[src/rtl/ircu_pkg.sv]
// Shared types and constants of the IR code unpacker.
package ircu_pkg;

    localparam int TABLE_ENTRIES = 16;
    localparam int TBL_IDX_W     = (TABLE_ENTRIES > 1) ? $clog2(TABLE_ENTRIES) : 1;
    localparam int TBL_CMP_W     = 5;
    localparam int INDEX_W       = 4;
    localparam int WORD_W        = 16;
    localparam int BYTE_W        = 8;
    localparam int BIT_POS_W     = 3;
    localparam int QUEUE_DEPTH   = 4;
    localparam int QUEUE_PTR_W   = $clog2(QUEUE_DEPTH);
    localparam int QUEUE_CNT_W   = $clog2(QUEUE_DEPTH + 1);

    localparam logic [WORD_W-1:0] START_BASE = 16'hFF00;
    localparam logic [WORD_W-1:0] OFF_CLAMP  = 16'hFEFF;

    localparam logic [1:0] CMD_LOAD  = 2'd0;
    localparam logic [1:0] CMD_START = 2'd1;
    localparam logic [1:0] CMD_BYTE  = 2'd2;

    typedef struct packed {
        logic              is_start;
        logic [WORD_W-1:0] word0;
        logic [WORD_W-1:0] off_word;
        logic              truncated;
        logic              term;
        logic              last;
    } ircu_entry_t;

    typedef struct packed {
        logic        valid;
        ircu_entry_t entry;
    } ircu_push_t;

    typedef struct packed {
        logic        valid;
        ircu_entry_t entry;
    } ircu_head_t;

endpackage

[src/rtl/ircu_if.sv]
// Request and result channel interfaces of the IR code unpacker.
interface ircu_in_if;
    logic        valid;
    logic        ready;
    logic [1:0]  cmd;
    logic [3:0]  table_index;
    logic [15:0] on_time;
    logic [15:0] off_time;
    logic [7:0]  timer_value;
    logic [7:0]  code_byte;

    modport source (
        output valid, cmd, table_index, on_time, off_time, timer_value, code_byte,
        input  ready
    );
    modport sink (
        input  valid, cmd, table_index, on_time, off_time, timer_value, code_byte,
        output ready
    );
endinterface

interface ircu_out_if;
    logic        valid;
    logic        ready;
    logic [15:0] word;
    logic        is_start;
    logic        truncated;
    logic        code_end;
    logic        last;

    modport source (
        output valid, word, is_start, truncated, code_end, last,
        input  ready
    );
    modport sink (
        input  valid, word, is_start, truncated, code_end, last,
        output ready
    );
endinterface

[src/rtl/ircu_front.sv]
// Front end: accepts requests, holds the time table and walks code bits.
module ircu_front
    import ircu_pkg::*;
(
    input  logic       clk,
    input  logic       rst_n,
    ircu_in_if.sink    req,
    input  logic       q_full,
    output ircu_push_t push
);

    typedef enum logic [3:0] {
        PH_IDLE   = 4'b0001,
        PH_HEADER = 4'b0010,
        PH_INDEX  = 4'b0100,
        PH_DONE   = 4'b1000
    } ircu_phase_t;

    typedef struct packed {
        logic [WORD_W-1:0] on_t;
        logic [WORD_W-1:0] off_t;
    } tbl_entry_t;

    tbl_entry_t tbl_reg [TABLE_ENTRIES];

    ircu_phase_t          phase_reg, phase_next;
    logic [1:0]           type_reg, type_next;
    logic [2:0]           hdr_bits_reg, hdr_bits_next;
    logic [INDEX_W-1:0]   idx_acc_reg, idx_acc_next;
    logic [2:0]           idx_bits_reg, idx_bits_next;
    logic                 busy_reg, busy_next;
    logic [BYTE_W-1:0]    byte_reg, byte_next;
    logic [BIT_POS_W-1:0] bit_pos_reg, bit_pos_next;

    logic acc;
    logic load_hit;

    assign req.ready = !busy_reg && !q_full;
    assign acc       = req.valid && req.ready;
    assign load_hit  = ({1'b0, req.table_index} < TBL_CMP_W'(TABLE_ENTRIES));

    always_comb
    begin
        logic               bit_val;
        ircu_phase_t        ph_c;
        logic [1:0]         ty_c;
        logic [2:0]         hb_c;
        logic [INDEX_W-1:0] ia_c;
        logic [2:0]         ib_c;
        logic [2:0]         need;
        logic               complete;
        logic               hit;
        logic [WORD_W-1:0]  on_v;
        logic [WORD_W-1:0]  off_v;

        phase_next    = phase_reg;
        type_next     = type_reg;
        hdr_bits_next = hdr_bits_reg;
        idx_acc_next  = idx_acc_reg;
        idx_bits_next = idx_bits_reg;
        busy_next     = busy_reg;
        byte_next     = byte_reg;
        bit_pos_next  = bit_pos_reg;
        push          = '0;

        bit_val  = byte_reg[bit_pos_reg];
        ph_c     = phase_reg;
        ty_c     = type_reg;
        hb_c     = hdr_bits_reg;
        ia_c     = idx_acc_reg;
        ib_c     = idx_bits_reg;
        need     = 3'd4 - {1'b0, type_reg};
        complete = 1'b0;
        hit      = 1'b0;
        on_v     = '0;
        off_v    = '0;

        if (busy_reg)
        begin
            unique case (phase_reg)
                PH_HEADER:
                begin
                    if (hdr_bits_reg < 3'd2)
                    begin
                        ty_c = {type_reg[0], bit_val};
                    end
                    hb_c = hdr_bits_reg + 3'd1;
                    if ((hb_c == 3'd2 && ty_c != 2'd0) || hb_c >= 3'd4)
                    begin
                        ph_c = PH_INDEX;
                        ia_c = '0;
                        ib_c = '0;
                    end
                end
                PH_INDEX:
                begin
                    ia_c = {idx_acc_reg[INDEX_W-2:0], bit_val};
                    ib_c = idx_bits_reg + 3'd1;
                    if (ib_c >= need)
                    begin
                        complete = 1'b1;
                        hit = ({1'b0, ia_c} < TBL_CMP_W'(TABLE_ENTRIES));
                        if (hit)
                        begin
                            on_v  = tbl_reg[ia_c[TBL_IDX_W-1:0]].on_t;
                            off_v = tbl_reg[ia_c[TBL_IDX_W-1:0]].off_t;
                        end
                        ia_c = '0;
                        ib_c = '0;
                        if (off_v == '0)
                        begin
                            ph_c = PH_DONE;
                        end
                    end
                end
                default:
                begin
                    ph_c = phase_reg;
                end
            endcase

            if (!(complete && q_full))
            begin
                phase_next    = ph_c;
                type_next     = ty_c;
                hdr_bits_next = hb_c;
                idx_acc_next  = ia_c;
                idx_bits_next = ib_c;
                if (bit_pos_reg == '0 || (ph_c != PH_HEADER && ph_c != PH_INDEX))
                begin
                    busy_next = 1'b0;
                end
                else
                begin
                    bit_pos_next = bit_pos_reg - BIT_POS_W'(1);
                end
                if (complete)
                begin
                    push.valid          = 1'b1;
                    push.entry.is_start = 1'b0;
                    push.entry.word0    = on_v;
                    push.entry.term     = (off_v == '0);
                    push.entry.truncated = (off_v >= START_BASE);
                    push.entry.off_word = (off_v >= START_BASE) ? OFF_CLAMP : off_v;
                    push.entry.last     = (off_v == '0) || (bit_pos_reg < need);
                end
            end
        end
        else if (acc)
        begin
            unique case (req.cmd)
                CMD_START:
                begin
                    phase_next          = PH_HEADER;
                    type_next           = '0;
                    hdr_bits_next       = '0;
                    idx_acc_next        = '0;
                    idx_bits_next       = '0;
                    push.valid          = 1'b1;
                    push.entry.is_start = 1'b1;
                    push.entry.word0    = START_BASE + WORD_W'(req.timer_value);
                    push.entry.off_word = '0;
                    push.entry.truncated = 1'b0;
                    push.entry.term     = 1'b0;
                    push.entry.last     = 1'b1;
                end
                CMD_BYTE:
                begin
                    if (phase_reg == PH_HEADER || phase_reg == PH_INDEX)
                    begin
                        busy_next    = 1'b1;
                        byte_next    = req.code_byte;
                        bit_pos_next = BIT_POS_W'(BYTE_W - 1);
                    end
                end
                default:
                begin
                    busy_next = 1'b0;
                end
            endcase
        end
    end

    always_ff @(posedge clk)
    begin
        if (acc && req.cmd == CMD_LOAD && load_hit)
        begin
            tbl_reg[req.table_index[TBL_IDX_W-1:0]].on_t  <= req.on_time;
            tbl_reg[req.table_index[TBL_IDX_W-1:0]].off_t <= req.off_time;
        end
        byte_reg <= byte_next;
    end

    always_ff @(posedge clk or negedge rst_n)
    begin
        if (!rst_n)
        begin
            phase_reg    <= PH_IDLE;
            type_reg     <= '0;
            hdr_bits_reg <= '0;
            idx_acc_reg  <= '0;
            idx_bits_reg <= '0;
            busy_reg     <= 1'b0;
            bit_pos_reg  <= '0;
        end
        else
        begin
            phase_reg    <= phase_next;
            type_reg     <= type_next;
            hdr_bits_reg <= hdr_bits_next;
            idx_acc_reg  <= idx_acc_next;
            idx_bits_reg <= idx_bits_next;
            busy_reg     <= busy_next;
            bit_pos_reg  <= bit_pos_next;
        end
    end

endmodule

[src/rtl/ircu_queue.sv]
// Short queue of pending output operations between front and back.
module ircu_queue
    import ircu_pkg::*;
(
    input  logic       clk,
    input  logic       rst_n,
    input  ircu_push_t push,
    output logic       full,
    input  logic       pop,
    output ircu_head_t head
);

    ircu_entry_t mem_reg [QUEUE_DEPTH];

    logic [QUEUE_PTR_W-1:0] wr_ptr_reg, wr_ptr_next;
    logic [QUEUE_PTR_W-1:0] rd_ptr_reg, rd_ptr_next;
    logic [QUEUE_CNT_W-1:0] count_reg, count_next;

    logic do_push;
    logic do_pop;

    assign full       = (count_reg == QUEUE_CNT_W'(QUEUE_DEPTH));
    assign head.valid = (count_reg != '0);
    assign head.entry = mem_reg[rd_ptr_reg];
    assign do_push    = push.valid && !full;
    assign do_pop     = pop && head.valid;

    always_comb
    begin
        wr_ptr_next = wr_ptr_reg;
        rd_ptr_next = rd_ptr_reg;
        count_next  = count_reg;
        if (do_push)
        begin
            wr_ptr_next = (wr_ptr_reg == QUEUE_PTR_W'(QUEUE_DEPTH - 1)) ? '0 :
                          wr_ptr_reg + QUEUE_PTR_W'(1);
        end
        if (do_pop)
        begin
            rd_ptr_next = (rd_ptr_reg == QUEUE_PTR_W'(QUEUE_DEPTH - 1)) ? '0 :
                          rd_ptr_reg + QUEUE_PTR_W'(1);
        end
        if (do_push && !do_pop)
        begin
            count_next = count_reg + QUEUE_CNT_W'(1);
        end
        else if (do_pop && !do_push)
        begin
            count_next = count_reg - QUEUE_CNT_W'(1);
        end
    end

    always_ff @(posedge clk)
    begin
        if (do_push)
        begin
            mem_reg[wr_ptr_reg] <= push.entry;
        end
    end

    always_ff @(posedge clk or negedge rst_n)
    begin
        if (!rst_n)
        begin
            wr_ptr_reg <= '0;
            rd_ptr_reg <= '0;
            count_reg  <= '0;
        end
        else
        begin
            wr_ptr_reg <= wr_ptr_next;
            rd_ptr_reg <= rd_ptr_next;
            count_reg  <= count_next;
        end
    end

endmodule

[src/rtl/ircu_back.sv]
// Back end: expands queued operations into output words through an output register.
module ircu_back
    import ircu_pkg::*;
(
    input  logic       clk,
    input  logic       rst_n,
    input  ircu_head_t head,
    output logic       pop,
    ircu_out_if.source res
);

    logic              out_valid_reg, out_valid_next;
    logic [WORD_W-1:0] word_reg, word_next;
    logic              is_start_reg, is_start_next;
    logic              trunc_reg, trunc_next;
    logic              end_reg, end_next;
    logic              last_reg, last_next;

    logic              pend_reg, pend_next;
    logic [WORD_W-1:0] pend_word_reg, pend_word_next;
    logic              pend_trunc_reg, pend_trunc_next;
    logic              pend_last_reg, pend_last_next;

    logic out_free;

    assign res.valid     = out_valid_reg;
    assign res.word      = word_reg;
    assign res.is_start  = is_start_reg;
    assign res.truncated = trunc_reg;
    assign res.code_end  = end_reg;
    assign res.last      = last_reg;
    assign out_free      = !out_valid_reg || res.ready;

    always_comb
    begin
        out_valid_next  = out_valid_reg;
        word_next       = word_reg;
        is_start_next   = is_start_reg;
        trunc_next      = trunc_reg;
        end_next        = end_reg;
        last_next       = last_reg;
        pend_next       = pend_reg;
        pend_word_next  = pend_word_reg;
        pend_trunc_next = pend_trunc_reg;
        pend_last_next  = pend_last_reg;
        pop             = 1'b0;

        if (out_free)
        begin
            priority if (pend_reg)
            begin
                out_valid_next = 1'b1;
                word_next      = pend_word_reg;
                is_start_next  = 1'b0;
                trunc_next     = pend_trunc_reg;
                end_next       = 1'b0;
                last_next      = pend_last_reg;
                pend_next      = 1'b0;
            end
            else if (head.valid)
            begin
                pop             = 1'b1;
                out_valid_next  = 1'b1;
                word_next       = head.entry.word0;
                is_start_next   = head.entry.is_start;
                trunc_next      = 1'b0;
                end_next        = head.entry.term;
                last_next       = (head.entry.is_start || head.entry.term) ?
                                  head.entry.last : 1'b0;
                pend_next       = !head.entry.is_start && !head.entry.term;
                pend_word_next  = head.entry.off_word;
                pend_trunc_next = head.entry.truncated;
                pend_last_next  = head.entry.last;
            end
            else
            begin
                out_valid_next = 1'b0;
            end
        end
    end

    always_ff @(posedge clk)
    begin
        word_reg       <= word_next;
        is_start_reg   <= is_start_next;
        trunc_reg      <= trunc_next;
        end_reg        <= end_next;
        last_reg       <= last_next;
        pend_word_reg  <= pend_word_next;
        pend_trunc_reg <= pend_trunc_next;
        pend_last_reg  <= pend_last_next;
    end

    always_ff @(posedge clk or negedge rst_n)
    begin
        if (!rst_n)
        begin
            out_valid_reg <= 1'b0;
            pend_reg      <= 1'b0;
        end
        else
        begin
            out_valid_reg <= out_valid_next;
            pend_reg      <= pend_next;
        end
    end

endmodule

[src/rtl/ir_code_unpacker.sv]
// Top level of the IR code unpacker: front end, queue and back end.
//
// req carries one request per valid/ready handshake: a table load, a start
// command or one packed code byte. res carries the expanded 16-bit words,
// one per handshake, with last marking the final word caused by a request.
// A load is absorbed and gives no word. A start's word passes through the
// queue and then the single-word output register. A code byte is walked
// one bit per cycle while the queue has space, so the front end is busy for
// the byte, finishing early once the code ends and holding while the queue
// is full; each completed index is queued and leaves the back end as an on
// word then an off word, or an on word alone where its off time is zero. A
// byte of eight 1-bit indices therefore gives sixteen output words.
// A four-entry queue separates the bit walker from the output register; when
// the receiver stalls, the output holds, the queue fills, and the front end
// drops ready until space frees. Reset clears the queue, the output and the
// unpacking state to idle; the time table holds no reset value and must be
// loaded before use.
module ir_code_unpacker
    import ircu_pkg::*;
(
    input  logic       clk,
    input  logic       rst_n,
    ircu_in_if.sink    req,
    ircu_out_if.source res
);

    ircu_push_t push;
    ircu_head_t head;
    logic       q_full;
    logic       pop;

    ircu_front u_front (
        .clk    (clk),
        .rst_n  (rst_n),
        .req    (req),
        .q_full (q_full),
        .push   (push)
    );

    ircu_queue u_queue (
        .clk   (clk),
        .rst_n (rst_n),
        .push  (push),
        .full  (q_full),
        .pop   (pop),
        .head  (head)
    );

    ircu_back u_back (
        .clk   (clk),
        .rst_n (rst_n),
        .head  (head),
        .pop   (pop),
        .res   (res)
    );

endmodule

[src/flat_wrapper.sv]
// flat-port wrapper written by rule: the top's interface ports become plain ports
module ir_code_unpacker_flat import ircu_pkg::*;
  (clk, rst_n, req_valid, req_cmd, req_table_index, req_on_time, req_off_time, req_timer_value, req_code_byte, req_ready, res_valid, res_word, res_is_start, res_truncated, res_code_end, res_last, res_ready);
  ircu_in_if req_i ();
  ircu_out_if res_i ();
  input  logic clk;
  input  logic rst_n;
  input wire logic [$bits(req_i.valid)-1:0] req_valid;
  input wire logic [$bits(req_i.cmd)-1:0] req_cmd;
  input wire logic [$bits(req_i.table_index)-1:0] req_table_index;
  input wire logic [$bits(req_i.on_time)-1:0] req_on_time;
  input wire logic [$bits(req_i.off_time)-1:0] req_off_time;
  input wire logic [$bits(req_i.timer_value)-1:0] req_timer_value;
  input wire logic [$bits(req_i.code_byte)-1:0] req_code_byte;
  output wire logic [$bits(req_i.ready)-1:0] req_ready;
  output wire logic [$bits(res_i.valid)-1:0] res_valid;
  output wire logic [$bits(res_i.word)-1:0] res_word;
  output wire logic [$bits(res_i.is_start)-1:0] res_is_start;
  output wire logic [$bits(res_i.truncated)-1:0] res_truncated;
  output wire logic [$bits(res_i.code_end)-1:0] res_code_end;
  output wire logic [$bits(res_i.last)-1:0] res_last;
  input wire logic [$bits(res_i.ready)-1:0] res_ready;
  assign req_i.valid = req_valid;
  assign req_i.cmd = req_cmd;
  assign req_i.table_index = req_table_index;
  assign req_i.on_time = req_on_time;
  assign req_i.off_time = req_off_time;
  assign req_i.timer_value = req_timer_value;
  assign req_i.code_byte = req_code_byte;
  assign req_ready = req_i.ready;
  assign res_valid = res_i.valid;
  assign res_word = res_i.word;
  assign res_is_start = res_i.is_start;
  assign res_truncated = res_i.truncated;
  assign res_code_end = res_i.code_end;
  assign res_last = res_i.last;
  assign res_i.ready = res_ready;
  ir_code_unpacker u_core (.clk(clk), .rst_n(rst_n), .req(req_i), .res(res_i));
endmodule
[config.mk]
export PLATFORM = sky130hd
export DESIGN_NAME = ir_code_unpacker_flat
export DESIGN_NICKNAME = d
export VERILOG_FILES = /design/src/rtl/ircu_pkg.sv /design/src/rtl/ircu_if.sv /design/src/rtl/ircu_front.sv /design/src/rtl/ircu_queue.sv /design/src/rtl/ircu_back.sv /design/src/rtl/ir_code_unpacker.sv /design/src/flat_wrapper.sv
export SDC_FILE = /design/constraint.sdc
export NUM_CORES = 1
export LEC_CHECK = 0
export ABC_AREA = 1
export ABC_CLOCK_PERIOD_IN_PS = 4300
export BUFFER_PORTS_ARGS = -buffer_cell sky130_fd_sc_hd__buf_2
export CAP_MARGIN = 5
export CORE_UTILIZATION = 55
export DETAILED_ROUTE_END_ITERATION = 7
export PLACE_DENSITY = 0.74
export SYNTH_ARGS = -nofsm -noshare
export SYNTH_HDL_FRONTEND = slang
export SYNTH_HIERARCHICAL = 1
export SYNTH_SLANG_ARGS = --single-unit
[constraint.sdc]
create_clock -name clk -period 4.3 [get_ports clk]
set_input_delay 0.645 -clock clk [delete_from_list [all_inputs] [get_ports clk]]
set_output_delay 0.645 -clock clk [all_outputs]
set_load 0.02 [all_outputs]
# --- Word-level counts from Yosys, hierarchy flattened ---
# Memory sizes are Yosys's and may differ from the RTL's.
# Cells that the tools add are included.
word_totals:
  ram_bits: 656
  in_bits: 58
  ff_bits: 74
  output_inout_bits: 22
  n_memories: 2
op_classes:
  addsub: 9
  eq_ne: 15
  n_bitwise: 2
  n_reduce_logical: 43
  n_mux: 88
  magnitude_cmp: 6
memory_table:
  columns: ["name", "words", "word_bits", "read_ports", "rd_clocked_by_memory_dff", "wr", "line", "source"]
  rows:
  - ["u_core.u_front.tbl_reg", 16, 32, 1, 0, 1, "ircu_front.sv:24", "tbl_entry_t tbl_reg [TABLE_ENTRIES];"]
  - ["u_core.u_queue.mem_reg", 4, 36, 1, 0, 1, "ircu_queue.sv:13", "ircu_entry_t mem_reg [QUEUE_DEPTH];"]
op_table:
  columns: ["operator", "count"]
  rows:
  - ["$mux W37", 5]
  - ["$mux W16", 11]
  - ["$mux W3", 23]
  - ["$logic_not A16 Y1", 2]
  - ["$mux W4", 8]
  - ["$mux W1", 27]
  - ["$mux W2", 10]
  - ["$ge A16 B16 Y1 const B", 1]
  - ["$reduce_bool A2 Y1", 7]
  - ["$pmux W3 S2", 2]
  - ["$logic_and A1 B1 Y1", 11]
  - ["$add A9 B9 Y10 const A", 1]
  - ["$reduce_and A5 Y1", 2]
  - ["$add A3 B1 Y3 const B", 3]
  - ["$pmux W4 S2", 1]
  - ["$reduce_and A4 Y1", 2]
  - ["$logic_not A1 Y1", 7]
  - ["$eq A2 B2 Y1 const B", 3]
  - ["$logic_or A1 B1 Y1", 6]
  - ["$reduce_and A3 Y1", 2]
  - ["$sub A3 B1 Y3 const B", 2]
  - ["$add A2 B1 Y2 const B", 2]
  - ["$eq A4 B2 Y1 const B", 1]
  - ["$eq A4 B3 Y1 const B", 1]
  - ["21 further kinds", 23]

# --- Depth between registers and ports, before layout ---
# An unclocked memory read counts as a cell.
logic_depth:
  depth_word: 19
  ltp_mapped: 23
  mapped_depth_nobuf: 22

# --- Modules after synthesis ---
# Netlist, hierarchy kept.
modules_own_cells:
  columns: ["mod", "cells_each", "seq_area_each_um2", "area_each_um2", "n_inst"]
  rows:
  - ["ircu_front", 1918, 16091.7, 22890.7, 1]
  - ["ircu_queue", 479, 4499.3, 6195.9, 1]
  - ["ircu_back", 115, 1191.1, 1530.2, 1]

# --- Worst setup path after synthesis ---
# OpenSTA, ideal clock, no wires.
synth_path:
  path_kind: "register -> register"
  startpoint: "register u_core.u_front.idx_bits_reg[0]"
  endpoint: "memory u_core/u_queue/mem_reg[0][0] in the netlist's numbering (enable)"
  arrival_time_ns: 3.744
  path_stages_with_launch: 13
  n_path_buf: 0
  setup_time_ns: 0.429
  setup_slack_ns: 0.127
  cell_sequence: "dfrtp_1 -> ha_1 -> xnor2_1 -> inv_1 -> ha_1 -> nand2_1 -> o211ai_1 -> nand2_1 -> inv_1 -> nand3_1 -> nand2_1 -> nand2_1 -> nor2_1"
synth_rtl:
  columns: ["element", "line", "source"]
  rows:
  - ["start, declared", "ircu_front.sv:30", "logic [2:0] idx_bits_reg, idx_bits_next;"]
  - ["start signal, assigned", "ircu_front.sv:212", "idx_bits_reg <= idx_bits_next;"]
  - ["end, declared", "ircu_queue.sv:13", null]

==> metrics.cfg <==
[timing]
setup_viol=0
tightest_slew_ns=1.11
slew_viol_final=0
rsz0062_at_grt=no
finalHoldViolCount=0
fin_crit_ns=3.66
fmaxAchievable_ghz=0.273
period_share_pct=85.1
holdWs_ns=0.0744
slew_headroom_pct=26.3
skew_ns=0.0194
totalNegativeSetupSlack_ns=0

[power_and_ir_drop]
irDropWorstVdd_uv=515
leakagePower_nw=12.8
powerDensity_mw_per_mm2=635

[die]
die_y_um=238
top_level_ports=80
rows=86
coreArea_mm2=0.0551
dieArea_mm2=0.0566
initial_core_util_pct=55.6
die_w_um=238

[logic_synthesis]
synth_top_family_by_area=simple AND/OR/NAND/NOR gates
syn_area_mm2=0.0306
synth_edf_count=702
synthAdderAreaFrac_pct=0.760
synth_compound_area_share_pct=7.09
netlist_instances=2512
synthSimpleGateAreaFrac_pct=14.9
synth.area.top_cells=edfxtp_1 (69%), nand2_1 (7.0%), nand3_1 (3.9%)
syn_nets=2588
avgSynthCellArea_um2=12.2
synth_area_leader_cell=edfxtp_1
synth-xor-area-share_pct=0.0858
yosys_register_bits=730
synthTopCellsByCount=edfxtp_1 (702), nand2_1 (567), inv_1 (256)
yosysWarnings=6
synthMuxAreaShare_pct=0.0327
yosysTopAreaCellShare_pct=68.9
synthArstFlopShare_pct=3.84
yosysSeqAreaShare_pct=71.1
synth_ff_type=edfxtp_1
synth.most_common_cell=edfxtp_1
ys_types=43

[critical_path]
cp.required_ns=4.79
path_class=reg -> reg
cp_slowest_cell=dfrtp_1
startpoint_type=flop
cp_common_cell=nand2_1
slowest_delay_ns=0.41
cp.arrival_ns=4.15
path_cells=ha_1 > xnor2_1 > inv_1 > ha_1 > nand2_1 > o211ai_1 > nand2_1 > inv_1 > nand3_1 > nand2_1 > buf_4 > nand2_1 > inv_1 > ha_1 > inv_1 > fa_1 > inv_1 > nand2_1 > nand4_1 > nand2_1
setup.worst_path.end_class=flop
worst-path-max-fanout=11

[outcome]
status=completed

[placement]
gp_congestion=0.803
dp_hpwl_um=38200
placed_cell_area_mm2=0.0318
placed_cells=3241
port_buffers=79

[global_routing]
grt_pass1_vias=19000
antenna_found_initial=6
grt_use_total_pct=25.4
grt_max_degree=156
grt_first_pass_wirelength_um=109000
grt_overflow=0

[drt]
route.detailed.drc=0
wl_per_cell_um=21.1
first_iter_violations=2129
wirelength_um=71100
vias=19700
avgViaCountPerCell=5.85
firstDrtPassIters=7
ant_nets=0

[clock_network]
postCtsResizedCells=0
clock_sinks=730
cts_tree=done
cts_buffers=74
insertion_delay_ns=0.61
root_buffer=clkbuf_16
clk_pin_slew_worst_paths_ns=0.06
post-cts-setup-buffers=0
clockBufferDepth=3
htreeDepth=3
cts_hold_buffers=0

[layout]
largest_reg_flops=512
seq_area_mm2=0.0218
fin_area_mm2=0.0342
layoutNonFillerInstCount=3373
area_growth_pct=11.6
drive_above_1_share_pct=10.8
multiInputGateArea_mm2=0.00719
layout.nets=2645
n_fill_cell=4067

[flow_run]
max_cap_viol_count=0

[min_path]
hold_class=in -> async

[cells in the final DEF, fill, tap and decap left out, drive strengths merged, types with 2 or more instances in the layout]
| cell type | netlist | final |
|---|---|---|
| ha | 17 | 17 |
| o31ai | 10 | 10 |
| bufinv | 0 | 6 |
| nand3 | 241 | 241 |
| or2 | 11 | 11 |
| xnor2 | 3 | 3 |
| clkbuf | 55 | 95 |
| nor2 | 117 | 117 |
| edfxtp | 702 | 702 |
| o22ai | 7 | 7 |
| nand3b | 85 | 85 |
| o211ai | 94 | 94 |
| a21oi | 59 | 59 |
| clkinv | 1 | 29 |
| o21ai | 83 | 83 |
| o221ai | 27 | 27 |
| nand4 | 2 | 2 |
| inv | 262 | 264 |
| nor3 | 7 | 7 |
| dfrtp | 27 | 27 |
| nand2 | 568 | 568 |
| a32o | 34 | 34 |
| buf | 91 | 127 |
[cells by family (layout without fill, tap and decap cells)]
kind of cell,Yosys count,count (layout)
AND/OR/NAND/NOR,1032,1032
adder cells (fa/ha/maj),18,18
XOR/XNOR,3,3
multiplexers,1,1
flip-flops,730,730
other,0,1
buffers and inverters,409,521
AO/OA/AOI/OAI,319,319
[cell type report]
class | count | area share (%)
sequential | 730 | 63.8
inverter | 263 | 2.92
tap | 748 | 2.74
clock inverter | 36 | 0.945
timing repair buffer | 127 | 2.62
antenna | 1 | 0.00733
clock buffer | 95 | 5.93
multi-input combinational | 1373 | 21.0
[layer usage]
| metal | wire length (um) | global-route usage, % |
|---|---|---|
| met1 | 27900 | 34.7 |
| met4 | 2230 | 9.87 |
| met2 | 33900 | 40.9 |
| met3 | 7040 | 4.38 |
| met5 | 50 | 0 |
[final timing paths]
check,startpoint,end,slack [ns],cells after the start
min reg2reg,u_core/u_front/phase_reg[0],u_core/u_front/phase_reg[0],0.44,2
min,rst_n,u_core/u_back/pend_reg,0.07,1
max,u_core/u_front/idx_bits_reg[0],u_core/u_queue/count_reg[2],0.64,20
max in group asynchronous,rst_n,u_core/u_front/idx_acc_reg[0],3.73,1
max reg2reg,u_core/u_front/idx_bits_reg[0],u_core/u_queue/count_reg[2],0.64,20
min in group clk,req_code_byte[7],u_core/u_front/byte_reg[7],0.23,1
[report_power, final]
| part | switching, W | total [W] | leakage [nW] | internal, W |
|---|---|---|---|---|
| clock network | 0.00257 | 0.00625 | 1.16 | 0.00368 |
| registers | 0.000341 | 0.00867 | 6.79 | 0.00832 |
| logic | 0.00473 | 0.00678 | 4.83 | 0.00205 |
| total | 0.00765 | 0.0217 | 12.8 | 0.0140 |
[worst max-delay path: cells and delay by family (launching register included)]
family	cells	cell delay (ns)
buf+inv	6	0.67
compound gates	1	0.28
xor+xnor	1	0.21
fa+ha+maj	4	1.08
flops	1	0.41
simple gates	8	0.91
[through the flow]
| stage | total power, W | utilization (%) | worst slack, ns |
|---|---|---|---|
| after floorplan | 0.0139 | - | 0.127 |
| after global placement | 0.0152 | 57.7 | 0.790 |
| after detailed placement | 0.0155 | 57.7 | 0.704 |
| after CTS | 0.0217 | 62.0 | 0.650 |
| after global routing | 0.0228 | 62.0 | 0.294 |
| final | 0.0217 | 62.0 | 0.641 |
Note: power is estimated with default switching activity, not from simulation.
